**src/design/i2cms_pkg.sv**
```systemverilog
// ----------------------------------------------------------------------------
// i2cms_pkg
// Shared command codes, timing constants and the queued item type for the
// I2C master bit sequencer.
// ----------------------------------------------------------------------------
`default_nettype none

package i2cms_pkg;

  localparam int unsigned CmdW = 3;

  localparam logic [CmdW-1:0] CMD_IDLE  = 3'd0;
  localparam logic [CmdW-1:0] CMD_START = 3'd1;
  localparam logic [CmdW-1:0] CMD_STOP  = 3'd2;
  localparam logic [CmdW-1:0] CMD_WRITE = 3'd3;
  localparam logic [CmdW-1:0] CMD_READ  = 3'd4;

  localparam int unsigned PhaseW = 5;

  // Last phase of each command; start and stop share one.
  localparam logic [PhaseW-1:0] LAST_SHORT = 5'd3;
  localparam logic [PhaseW-1:0] LAST_WRITE = 5'd17;
  localparam logic [PhaseW-1:0] LAST_READ  = 5'd18;
  // First phase past the eight data bits.
  localparam logic [PhaseW-1:0] DATA_END   = 5'd16;

  localparam int unsigned QDepth = 2;
  localparam int unsigned QPtrW  = 1;
  localparam int unsigned QCntW  = 2;

  typedef struct packed {
    logic [CmdW-1:0] cmd;
    logic [7:0]      tx_byte;
    logic            ack_flag;
    logic            sda_in;
  } tick_t;

endpackage

`default_nettype wire

```
**src/design/i2cms_front.sv**
```systemverilog
// ----------------------------------------------------------------------------
// i2cms_front
// Accepts tick items, folds the action into a command code and holds them
// in a two-entry queue for the sequencer.
// ----------------------------------------------------------------------------
`default_nettype none

module i2cms_front (
  input  wire logic                clk_i,
  input  wire logic                rst_ni,
  input  wire logic                in_valid_i,
  output logic                     in_stall_o,
  input  wire logic [2:0]          action_i,
  input  wire logic [7:0]          tx_byte_i,
  input  wire logic                ack_flag_i,
  input  wire logic                sda_in_i,
  output logic                     q_valid_o,
  output i2cms_pkg::tick_t         q_item_o,
  input  wire logic                q_pop_i
);

  i2cms_pkg::tick_t                 entry_q [i2cms_pkg::QDepth];
  i2cms_pkg::tick_t                 item;
  logic [i2cms_pkg::QPtrW-1:0]      wr_ptr_q, rd_ptr_q;
  logic [i2cms_pkg::QCntW-1:0]      count_q, count_d;
  logic                             push, pop;

  // Undefined action codes are plain ticks, just like action 0.
  always_comb begin
    item.tx_byte  = tx_byte_i;
    item.ack_flag = ack_flag_i;
    item.sda_in   = sda_in_i;
    case (action_i)
      i2cms_pkg::CMD_START: item.cmd = i2cms_pkg::CMD_START;
      i2cms_pkg::CMD_STOP:  item.cmd = i2cms_pkg::CMD_STOP;
      i2cms_pkg::CMD_WRITE: item.cmd = i2cms_pkg::CMD_WRITE;
      i2cms_pkg::CMD_READ:  item.cmd = i2cms_pkg::CMD_READ;
      default:              item.cmd = i2cms_pkg::CMD_IDLE;
    endcase
  end

  assign in_stall_o = (count_q == i2cms_pkg::QCntW'(i2cms_pkg::QDepth));
  assign push       = in_valid_i && !in_stall_o;
  assign q_valid_o  = (count_q != '0);
  assign pop        = q_pop_i && q_valid_o;
  assign q_item_o   = entry_q[rd_ptr_q];

  always_comb begin
    count_d = count_q;
    if (push && !pop) begin
      count_d = count_q + 1'b1;
    end else if (pop && !push) begin
      count_d = count_q - 1'b1;
    end
  end

  always_ff @(posedge clk_i or negedge rst_ni) begin
    if (!rst_ni) begin
      wr_ptr_q <= '0;
      rd_ptr_q <= '0;
      count_q  <= '0;
    end else begin
      count_q <= count_d;
      if (push) begin
        wr_ptr_q <= wr_ptr_q + 1'b1;
      end
      if (pop) begin
        rd_ptr_q <= rd_ptr_q + 1'b1;
      end
    end
  end

  always_ff @(posedge clk_i) begin
    if (push) begin
      entry_q[wr_ptr_q] <= item;
    end
  end

endmodule

`default_nettype wire

```
**src/design/i2cms_back.sv**
```systemverilog
// ----------------------------------------------------------------------------
// i2cms_back
// Runs the start, stop, write and read sequences one tick per queued item
// and holds each tick's line levels in an output register.
// ----------------------------------------------------------------------------
`default_nettype none

module i2cms_back (
  input  wire logic                clk_i,
  input  wire logic                rst_ni,
  input  wire logic                q_valid_i,
  input  wire i2cms_pkg::tick_t    q_item_i,
  output logic                     q_pop_o,
  output logic                     out_valid_o,
  input  wire logic                out_stall_i,
  output logic                     scl_level_o,
  output logic                     sda_level_o,
  output logic                     busy_res_o,
  output logic                     done_res_o,
  output logic [7:0]               rx_byte_o
);

  logic [i2cms_pkg::PhaseW-1:0] phase_q, phase_d, p, last_p;
  logic [i2cms_pkg::CmdW-1:0]   cmd_q, cmd_d, cur_cmd;
  logic [7:0]                   shift_q, shift_d, shift_base;
  logic                         scl_q, scl_d, sda_q, sda_d, ack_q, ack_d;
  logic                         start_new, ack_cur, take;
  logic                         scl, sda, busy, done;
  logic [7:0]                   rx;
  logic [2:0]                   bit_idx;

  logic                         out_valid_q;
  logic                         out_scl_q, out_sda_q, out_busy_q, out_done_q;
  logic [7:0]                   out_rx_q;

  assign take    = q_valid_i && (!out_valid_q || !out_stall_i);
  assign q_pop_o = take;

  assign start_new = (cmd_q == i2cms_pkg::CMD_IDLE) && (q_item_i.cmd != i2cms_pkg::CMD_IDLE);
  assign cur_cmd   = (cmd_q == i2cms_pkg::CMD_IDLE) ? q_item_i.cmd : cmd_q;
  assign p         = start_new ? '0 : phase_q;
  assign ack_cur   = (start_new && q_item_i.cmd == i2cms_pkg::CMD_READ) ? q_item_i.ack_flag
                                                                        : ack_q;
  // Data bits go out MSB first, two phases per bit.
  assign bit_idx   = 3'd7 - p[3:1];

  always_comb begin
    shift_base = shift_q;
    if (start_new && q_item_i.cmd == i2cms_pkg::CMD_WRITE) begin
      shift_base = q_item_i.tx_byte;
    end else if (start_new && q_item_i.cmd == i2cms_pkg::CMD_READ) begin
      shift_base = '0;
    end
  end

  always_comb begin
    scl     = scl_q;
    sda     = sda_q;
    shift_d = shift_base;
    busy    = 1'b1;
    last_p  = i2cms_pkg::LAST_SHORT;
    case (cur_cmd)
      i2cms_pkg::CMD_START: begin
        case (p)
          5'd0:    sda = 1'b1;
          5'd1:    begin scl = 1'b1; sda = 1'b1; end
          5'd2:    begin scl = 1'b1; sda = 1'b0; end
          default: begin scl = 1'b0; sda = 1'b0; end
        endcase
      end
      i2cms_pkg::CMD_STOP: begin
        case (p)
          5'd0:    scl = 1'b0;
          5'd1:    begin scl = 1'b0; sda = 1'b0; end
          5'd2:    begin scl = 1'b1; sda = 1'b0; end
          default: begin scl = 1'b1; sda = 1'b1; end
        endcase
      end
      i2cms_pkg::CMD_WRITE: begin
        last_p = i2cms_pkg::LAST_WRITE;
        if (p < i2cms_pkg::DATA_END) begin
          sda = shift_base[bit_idx];
          if (p[0]) begin
            scl = 1'b1;
          end else if (p != '0) begin
            scl = 1'b0;
          end
        end else begin
          // Acknowledge slot is clocked with SDA released and not sampled.
          sda = 1'b1;
          scl = (p != i2cms_pkg::DATA_END);
        end
      end
      i2cms_pkg::CMD_READ: begin
        last_p = i2cms_pkg::LAST_READ;
        if (p < i2cms_pkg::DATA_END) begin
          sda = 1'b1;
          if (!p[0]) begin
            scl     = 1'b1;
            shift_d = {shift_base[6:0], q_item_i.sda_in};
          end else begin
            scl = 1'b0;
          end
        end else begin
          sda = !ack_cur;
          scl = (p == i2cms_pkg::LAST_WRITE);
        end
      end
      default: begin
        busy = 1'b0;
      end
    endcase
  end

  assign done = busy && (p >= last_p);
  assign rx   = (done && cur_cmd == i2cms_pkg::CMD_READ) ? shift_d : '0;

  always_comb begin
    phase_d = phase_q;
    cmd_d   = cmd_q;
    scl_d   = scl_q;
    sda_d   = sda_q;
    ack_d   = ack_cur;
    if (busy) begin
      scl_d = scl;
      sda_d = sda;
      if (done) begin
        cmd_d   = i2cms_pkg::CMD_IDLE;
        phase_d = '0;
        if (cur_cmd == i2cms_pkg::CMD_WRITE) begin
          scl_d = 1'b0;
        end
        if (cur_cmd == i2cms_pkg::CMD_READ) begin
          sda_d = 1'b1;
        end
      end else begin
        cmd_d   = cur_cmd;
        phase_d = p + 1'b1;
      end
    end
  end

  always_ff @(posedge clk_i or negedge rst_ni) begin
    if (!rst_ni) begin
      phase_q     <= '0;
      cmd_q       <= i2cms_pkg::CMD_IDLE;
      shift_q     <= '0;
      scl_q       <= 1'b1;
      sda_q       <= 1'b1;
      ack_q       <= 1'b0;
      out_valid_q <= 1'b0;
    end else begin
      if (take) begin
        phase_q <= phase_d;
        cmd_q   <= cmd_d;
        shift_q <= shift_d;
        scl_q   <= scl_d;
        sda_q   <= sda_d;
        ack_q   <= ack_d;
      end
      if (take) begin
        out_valid_q <= 1'b1;
      end else if (!out_stall_i) begin
        out_valid_q <= 1'b0;
      end
    end
  end

  always_ff @(posedge clk_i) begin
    if (take) begin
      out_scl_q  <= scl;
      out_sda_q  <= sda;
      out_busy_q <= busy;
      out_done_q <= done;
      out_rx_q   <= rx;
    end
  end

  assign out_valid_o = out_valid_q;
  assign scl_level_o = out_scl_q;
  assign sda_level_o = out_sda_q;
  assign busy_res_o  = out_busy_q;
  assign done_res_o  = out_done_q;
  assign rx_byte_o   = out_rx_q;

  a_idle_phase: assert property (@(posedge clk_i) disable iff (!rst_ni)
    cmd_q == i2cms_pkg::CMD_IDLE |-> phase_q == '0)
    else $error("phase counter not cleared while idle");

  a_phase_range: assert property (@(posedge clk_i) disable iff (!rst_ni)
    phase_q <= i2cms_pkg::LAST_READ)
    else $error("phase counter beyond the longest command");

  a_done_busy: assert property (@(posedge clk_i) disable iff (!rst_ni)
    out_valid_q && out_done_q |-> out_busy_q)
    else $error("done flagged on an idle tick");

  a_rx_only_done: assert property (@(posedge clk_i) disable iff (!rst_ni)
    out_valid_q && !out_done_q |-> out_rx_q == '0)
    else $error("received byte shown outside the last tick of a read");

endmodule

`default_nettype wire

```
**src/design/i2c_master_bit_sequencer.sv**
```systemverilog
// ----------------------------------------------------------------------------
// i2c_master_bit_sequencer
// I2C master line sequencer: one result item of SCL/SDA levels per tick item.
// ----------------------------------------------------------------------------
// Each input item is one delay tick from a prescaler. While the sequencer is
// idle, the tick's action may start a start (4 ticks), stop (4 ticks), byte
// write (18 ticks) or byte read (19 ticks); actions arriving while busy are
// ignored. Every accepted item yields exactly one result item carrying the
// SCL and SDA levels for that tick (1 = released), busy, done on the last
// tick of a command, and the received byte on the done tick of a read.
// Both channels use valid/stall; an item moves when valid is high and stall
// is low. One item per clock is sustained while the receiver does not stall:
// the two-entry front queue takes a new item while handing on the oldest,
// and the sequencer state updates on every item it takes. A result item turns
// valid in the output register once the sequencer has taken its input item.
// When the receiver stalls, the output register holds its item and the front
// queue keeps accepting until both of its entries are full, then stalls the
// sender. Reset empties the queue and output register, leaves the sequencer
// idle and both lines released.
// ----------------------------------------------------------------------------
`default_nettype none

module i2c_master_bit_sequencer (
  input  wire logic       clk_i,
  input  wire logic       rst_ni,
  input  wire logic       in_valid_i,
  output logic            in_stall_o,
  input  wire logic [2:0] action_i,
  input  wire logic [7:0] tx_byte_i,
  input  wire logic       ack_flag_i,
  input  wire logic       sda_in_i,
  output logic            out_valid_o,
  input  wire logic       out_stall_i,
  output logic            scl_level_o,
  output logic            sda_level_o,
  output logic            busy_res_o,
  output logic            done_res_o,
  output logic [7:0]      rx_byte_o
);

  logic             q_valid, q_pop;
  i2cms_pkg::tick_t q_item;

  i2cms_front u_front (
    .clk_i      (clk_i),
    .rst_ni     (rst_ni),
    .in_valid_i (in_valid_i),
    .in_stall_o (in_stall_o),
    .action_i   (action_i),
    .tx_byte_i  (tx_byte_i),
    .ack_flag_i (ack_flag_i),
    .sda_in_i   (sda_in_i),
    .q_valid_o  (q_valid),
    .q_item_o   (q_item),
    .q_pop_i    (q_pop)
  );

  i2cms_back u_back (
    .clk_i       (clk_i),
    .rst_ni      (rst_ni),
    .q_valid_i   (q_valid),
    .q_item_i    (q_item),
    .q_pop_o     (q_pop),
    .out_valid_o (out_valid_o),
    .out_stall_i (out_stall_i),
    .scl_level_o (scl_level_o),
    .sda_level_o (sda_level_o),
    .busy_res_o  (busy_res_o),
    .done_res_o  (done_res_o),
    .rx_byte_o   (rx_byte_o)
  );

endmodule

`default_nettype wire

```
**config.mk**
```make
export PLATFORM = sky130hd
export DESIGN_NAME = i2c_master_bit_sequencer
export DESIGN_NICKNAME = d
export VERILOG_FILES = /design/src/design/i2cms_pkg.sv /design/src/design/i2cms_front.sv /design/src/design/i2cms_back.sv /design/src/design/i2c_master_bit_sequencer.sv
export SDC_FILE = /design/constraint.sdc
export NUM_CORES = 1
export LEC_CHECK = 0
export ABC_CLOCK_PERIOD_IN_PS = 2800
export CAP_MARGIN = 20
export CORE_ASPECT_RATIO = 1.4
export CORE_UTILIZATION = 40
export CTS_BUF_LIST = sky130_fd_sc_hd__clkbuf_8
export DETAILED_ROUTE_END_ITERATION = 6
export DONT_BUFFER_PORTS = 1
export PLACE_DENSITY = 0.64
export SKIP_CTS_REPAIR_TIMING = 1
export SLEW_MARGIN = 25
export SYNTH_ARGS = -nofsm -noshare
export SYNTH_HDL_FRONTEND = slang
export SYNTH_SLANG_ARGS = --single-unit
export TNS_END_PERCENT = 10
```
**constraint.sdc**
```tcl
create_clock -name clk_i -period 2.8 [get_ports clk_i]
set_clock_uncertainty 0.05 [all_clocks]
set_input_delay 0.14 -clock clk_i [delete_from_list [all_inputs] [get_ports clk_i]]
set_output_delay 0.14 -clock clk_i [all_outputs]
set_load 0.02 [all_outputs]
```
==> results of run 1 <==
-- logic make-up (layout without fill, tap and decap cells) --
| logic type | count (synthesis) | count (layout) | share of synthesized area |
|---|---|---|---|
| xor+xnor | 5 | 5 | 0.01300 |
| flops | 62 | 62 | 0.5176 |
| simple gates | 78 | 78 | 0.1344 |
| compound gates | 85 | 85 | 0.2005 |
| buf+inv | 29 | 74 | 0.04605 |
| fa+ha+maj | 4 | 4 | 0.01485 |
| mux | 22 | 22 | 0.07352 |
-- registers in the layout, summed over array words and instances, names as in the netlist --
register and cells:
u_front.rd_ptr_q 1, u_back.ack_q 1, u_front.entry_q 26, u_back.shift_q 8, u_back.busy_res_o 1, u_back.scl_level_o 1
u_back.scl_q 1, u_back.sda_q 1, u_front.count_q 2, u_back.sda_level_o 1, u_back.rx_byte_o 8, u_back.phase_q 5
u_back.out_valid_o 1, u_back.cmd_q 3, u_front.wr_ptr_q 1, u_back.done_res_o 1
-- worst max path at each step --
stage | depth (start not counted) | startpoint | to
floorplan | 13 | u_back.cmd_q[0] | u_back.rx_byte_o[4]
global placement | 11 | u_back.cmd_q[0] | u_back.rx_byte_o[3]
CTS | 11 | u_back.cmd_q[0] | u_back.phase_q[3]
finish | 11 | u_back.cmd_q[0] | u_back.rx_byte_o[3]
global route | 11 | u_back.cmd_q[0] | u_back.phase_q[3]
detailed placement | 11 | u_back.cmd_q[0] | u_back.phase_q[3]
-- placed cells by master, fill, tap and decap left out, types with 3 or more instances in the layout --
cell / instances
nor2b_1: 7
a21oi_1: 12
and2_1: 3
a2111oi_2: 4
a21oi_2: 3
dlygate4sd3_1: 16
o21ai_1: 9
buf_4: 25
xnor2_1: 3
a21o_1: 4
nor2_1: 24
o22ai_1: 4
edfxtp_1: 38
o32ai_1: 3
nor3_1: 4
nand3_1: 4
a311oi_1: 4
nand2b_1: 4
mux2i_1: 11
clkbuf_8: 9
inv_1: 16
mux2_1: 4
o31a_1: 4
o31ai_2: 3
nand2_1: 15
ha_1: 4
dfrtp_1: 22
mux2_2: 5
a31oi_1: 9
o31ai_1: 5
-- final cells by class --
| cell class | count | area (µm²) |
|---|---|---|
| Clock inverter | 7 | 81.33 |
| Fill cell | 728 | 4111 |
| Inverter | 14 | 52.55 |
| Tap cell | 102 | 127.6 |
| Sequential cell | 62 | 1744 |
| Timing Repair Buffer | 44 | 399.1 |
| Clock buffer | 9 | 123.9 |
| Multi-Input combinational cell | 194 | 1509 |
-- metrics by stage --
step | util | setup slack [ns] | TNS [ns]
after floorplan | - | 0.0005280 | 0
after global placement | 0.4433 | 0.1828 | 0
after detailed placement | 0.4433 | 0.1431 | 0
after CTS | 0.4684 | 0.1188 | 0
after global routing | 0.4955 | -0.02646 | -0.02646
final | 0.4955 | 0.1185 | 0
-- critical path: cells and delay by family, from the launching register on --
kind                     cells  cell delay, ns
AO/OA/AOI/OAI                3            0.45
flip-flops                   1            0.38
adder cells (fa/ha/maj)      1            0.22
buffers and inverters        1            0.14
AND/OR/NAND/NOR              6            1.20
-- report_power, final --
part           switching, µW  leakage, µW  internal [µW]
Sequential               331     0.000661           1360
Clock                    337     0.000113            488
Combinational           1330     0.000785           1080
-- layer usage --
| metal | track usage | up-vias |
|---|---|---|
| li1 | - | 1176 |
| met1 | 0.2070 | 1158 |
| met2 | 0.2912 | 72 |
| met3 | 0.05289 | 21 |
| met4 | 0.1030 | 0 |
| met5 | 0 | - |
==> impl_metrics.yaml, run 1 <==
worst_setup_path:
  cp-end-kind: "register"
  reg2reg_from: "u_back.cmd_q[0]"
  crit_chain: "or3_4 -> or3_4 -> nand2_2 -> ha_1 -> nand2b_1 -> a21oi_2 -> o21ai_2 -> a21o_1 -> nand2b_1 -> buf_12 -> nor2_1"
  worstPathArrival_ns: 2.74
  reg2reg_to: "u_back.rx_byte_o[3]"
  path_max_fanout: 9
  max_stage_delay_ns: 0.39
  reg2regPathDepth: 11
  cp.required_ns: 2.86
  crit_type: "reg2reg"
  cp-start-kind: "register"
  ff2ff_setup_slack_ns: 0.12
  cp_slowest_cell: "or3_4"
clock_network:
  clock_path_buffers: 2
  cts_tree: "yes"
  cts_root_buf: "clkbuf_8"
  h-tree-depth: 3
  clkLatencyLatePin_ns: 0.35
  numClockSinks: 62
  numCtsBuffers: 9
  clk_pin_slew_ns: 0.07
hold_path:
  min_to: "u_front.entry_q[1][11]"
  worstHoldStart: "action_i[1]"
  hold_class: "in2reg"
  hold_depth: 1
yosys:
  ys_seq_area_frac: 0.5176
  yosysTopAreaCellShare: 0.3387
  ys_warn_count: 0
  synthFlopType: "edfxtp_1"
  yosysMostFrequentCell: "edfxtp_1"
  ys_ff_latch: 62
  synth_area_leaders: "edfxtp_1 34%, dfrtp_1 16%, mux2i_1 3.3%, nor2_1 2.7%, a21oi_1 1.9%"
  synth-edff-count: 38
  synthTopCellsByCount: "38 x edfxtp_1, 24 x nor2_1, 22 x dfrtp_1"
  syn_nets: 306
  ys_types: 65
  yosysTopAreaCell: "edfxtp_1"
  postSynthAreaPerCell_um2: 11.82
  synthArstFlopShare: 0.3871
  syn_area_um2: 3369
  syn_inst: 285
timing:
  finalCritPeriodShare: 0.9577
  fin_crit_ns: 2.682
  setup_viol: 0
  slew_headroom: 0.5628
  hold_viol: 0
  slew_viol_final: 0
  worst_slew_pin_slew_ns: 0.6551
  holdWs_ns: 0.01660
  timing.fmax_ghz: 0.3729
routing:
  wl_met2_um: 3720
  drc_errors: 0
  drtPass1Iterations: 4
  avgRoutedWirePerCell_um: 16.86
  wirelength_um: 7285
  maxUsedRoutingLayer: "met4"
  wl_met1_um: 3048
  vias_per_cell: 5.618
  vias: 2427
  wl_met3_um: 255
  first_iter_violations: 264
  drtAntennaViolNets: 0
die:
  row_count: 39
  fp.dieH_um: 110.6
  dieArea_um2: 8800
  coreArea_um2: 8149
  start_util: 0.4135
  die_width_um: 79.57
  ios: 31
power:
  vdd_ir_drop_max_v: 0.0005691
  finalPower_uw: 4930
  power.density_nw_per_um2: 1221
  p_leak_uw: 0.001559
finish:
  fin_nets: 346
  area_growth_pct: 19.83
  antenna_cells: 0
  drive_gt1_frac: 0.2273
  final_cell_area_um2: 4038
  finalNonFillerCells: 432
outcome:
  status: "finished, final reports clean"
place:
  dp_hpwl_um: 5247
  placed_area_um2: 3612
  io_buffers: 0
  placedCellCount: 399
  gp_congestion: 0.9095
job:
  cap_violations: 0
grt:
  grt-ovfl-total: 0
  grt_pass1_wl_um: 11820
  grt_max_degree: 25
  antenna_found_initial: 0
  grt_pass1_vias: 2421
  grt_use_total: 0.1798
No activity file was read; power rests on OpenSTA's default activity.
==> run 2, diff against run 1 <==
--- a/config.mk
+++ b/config.mk
@@ -5,17 +5,18 @@
 export SDC_FILE = /design/constraint.sdc
 export NUM_CORES = 1
 export LEC_CHECK = 0
-export ABC_CLOCK_PERIOD_IN_PS = 2800
+export ABC_CLOCK_PERIOD_IN_PS = 3000
 export CAP_MARGIN = 20
-export CORE_ASPECT_RATIO = 1.4
+export CORE_ASPECT_RATIO = 1.2
 export CORE_UTILIZATION = 40
 export CTS_BUF_LIST = sky130_fd_sc_hd__clkbuf_8
 export DETAILED_ROUTE_END_ITERATION = 6
 export DONT_BUFFER_PORTS = 1
-export PLACE_DENSITY = 0.64
+export PLACE_DENSITY = 0.62
 export SKIP_CTS_REPAIR_TIMING = 1
 export SLEW_MARGIN = 25
 export SYNTH_ARGS = -nofsm -noshare
 export SYNTH_HDL_FRONTEND = slang
+export SYNTH_HIERARCHICAL = 1
 export SYNTH_SLANG_ARGS = --single-unit
 export TNS_END_PERCENT = 10
==> constraint.sdc (replaced) <==
create_clock -name clk_i -period 3 [get_ports clk_i]
set_clock_uncertainty 0.05 [all_clocks]
set_input_delay 0.15 -clock clk_i [delete_from_list [all_inputs] [get_ports clk_i]]
set_output_delay 0.15 -clock clk_i [all_outputs]
set_load 0.02 [all_outputs]
==> impl_metrics.yaml, run 2 <==
grt:
  grt_pass1_vias: 2162
  grt-ovfl-total: 0
  antenna_found_initial: 0
  grt_use_total: 0.1665
  grt_pass1_wl_um: 10520
  grt_max_degree: 25
timing:
  setup_tns_ns: 0
  worst_slew_pin_slew_ns: 0.6484
  rsz0062_at_grt: "false"
  hold_viol: 0
  fin_crit_ns: 2.835
  slew_headroom: 0.5662
  timing.fmax_ghz: 0.3528
  layout_setup_ws_ns: 0.1655
  setup_viol: 0
  holdWs_ns: 0.03764
  finalCritPeriodShare: 0.9448
  slew_viol_final: 0
finish:
  fin_util: 0.4864
  largest-register: "u_front/entry_q"
  fin_nets: 349
  mostFrequentLayoutCells: "38 x nor2_1, 38 x edfxtp_1, 27 x nand2_1"
  antenna_cells: 0
  area_growth_pct: 18.21
  largest_reg_flops: 26
  drive_gt1_frac: 0.2012
yosys:
  yosys.area_share.simple: 0.1659
  synth_top_family_by_area: "simple AND/OR/NAND/NOR gates"
  yosysTopAreaCell: "edfxtp_1"
  synth-adder-area-share: 0.01587
  ys_warn_count: 6
  yosys-mux-area-fraction: 0.08214
  synthTopCellsByCount: "39 x nor2_1, 38 x edfxtp_1, 28 x nand2_1"
  ys_ff_latch: 62
  ys_seq_area_frac: 0.5532
  synthFlopType: "edfxtp_1"
  syn_nets: 319
  postSynthAreaPerCell_um2: 10.58
  syn_area_um2: 3153
  yosysMostFrequentCell: "nor2_1"
  synthArstFlopShare: 0.3871
  yosysTopAreaCellShare: 0.3619
  synth_xor_area_frac: 0.01667
  synth_area_leaders: "edfxtp_1 36%, dfrtp_1 17%, mux2_2 5.0%, nor2_1 4.6%, o21ai_0 3.7%"
  synth_compound_area_frac: 0.1282
  synth-edff-count: 38
  syn_inst: 298
  ys_types: 47
die:
  die_width_um: 83.05
  dieArea_um2: 8244
  coreArea_um2: 7664
  row_count: 35
  fp.dieH_um: 99.26
  start_util: 0.4114
  ios: 31
outcome:
  status: "finished, final reports clean"
clock_network:
  clock_path_buffers: 2
  numClockSinks: 62
  h-tree-depth: 3
  clkLatencyLatePin_ns: 0.35
  clk_pin_slew_ns: 0.07
  numCtsBuffers: 9
  cts_root_buf: "clkbuf_8"
  cts_tree: "yes"
job:
  cap_violations: 0
routing:
  avgRoutedWirePerCell_um: 15.68
  wirelength_um: 6663
  drtAntennaViolNets: 0
  vias: 2304
  first_iter_violations: 142
  drtPass1Iterations: 4
  drc_errors: 0
  vias_per_cell: 5.421
place:
  gp_congestion: 0.9365
  io_buffers: 0
  place_ws_ns: 0.1024
  dp_hpwl_um: 4734
worst_setup_path:
  cp.required_ns: 3.04
  worstPathArrival_ns: 2.87
  cp-start-kind: "register"
  crit_type: "reg2reg"
  path_max_fanout: 6
  cp-end-kind: "register"
hold_path:
  hold_class: "in2reg"
power:
  p_leak_uw: 0.001441
  power.density_nw_per_um2: 1082
  finalPower_uw: 4032
  vdd_ir_drop_max_v: 0.0004875
==> run 2: cell types whose count changed in the layout (fill, tap and decap cells not counted), sizes merged, moves of 4 or more <==
| cell | delta |
|---|---|
| a311oi | -4 |
| nor2 | +15 |
| o21ai | +11 |
| a31oi | -4 |
| nand2 | +13 |
| buf | -11 |
| a2111oi | -6 |
| nand3 | +4 |
| mux2 | +6 |
| o31ai | -4 |
| or2 | +4 |
| o31a | -4 |
==> run 2: logic make-up (layout without fill, tap and decap cells) <==
kind of cell,Yosys count,count (layout)
AND/OR/NAND/NOR,111,111
AO/OA/AOI/OAI,66,66
flip-flops,62,62
buffers and inverters,25,60
multiplexers,24,24
XOR/XNOR,6,6
adder cells (fa/ha/maj),4,4
==> run 2: path summary, 6_finish.rpt <==
| kind | from | to | slack [ns] | cells past startpoint |
|---|---|---|---|---|
| setup / recovery | u_front/rd_ptr_q | u_back/sda_level_o | 0.17 | 9 |
| hold / removal | action_i[1] | u_front/entry_q[1][11] | 0.04 | 1 |
| setup reg to reg | u_front/rd_ptr_q | u_back/sda_level_o | 0.17 | 9 |
| hold reg to reg | u_back/shift_q[6] | u_back/shift_q[6] | 0.44 | 2 |
| max in group asynchronous | rst_ni | u_back/sda_q | 2.49 | 2 |
| min in group asynchronous | rst_ni | u_back/shift_q[1] | 0.18 | 2 |
==> run 2: cell type report <==
type	count	area, µm²
fill	703	3936
clock buffer	9	123.9
tap	92	115.1
inverter	11	41.29
sequential	62	1744
clock inverter	7	81.33
multi-input combinational	211	1321
timing repair buffer	33	300.3
==> run 2: where the power goes <==
part	switching [µW]	internal, µW	total (µW)
Sequential	269	1250	1520
Clock	357	393	750
Combinational	1050	711	1760
==> run 2: per-layer routing <==
layer	GRT usage	part of all wire
met5	0	0
met4	0.1061	0.028
met3	0.03817	0.041
met2	0.2673	0.49
met1	0.2031	0.44
==> run 2: critical path, stage by stage (launching register included) <==
cell and delay (ns):
dfrtp_1 0.42, mux2_2 0.29, buf_4 0.14, or4b_4 0.48
or2_4 0.26, a21oi_2 0.14, nor2_1 0.09, a211o_1 0.31
o31ai_2 0.31, nand2_1 0.09
==> run 2: stage by stage <==
step / instance area [µm²] / cells
after CTS: 3515 / 408
final: 3727 / 425
after floorplan: 3153 / 298
after global placement: 3309 / 392
after global routing: 3727 / 425
after detailed placement: 3309 / 392
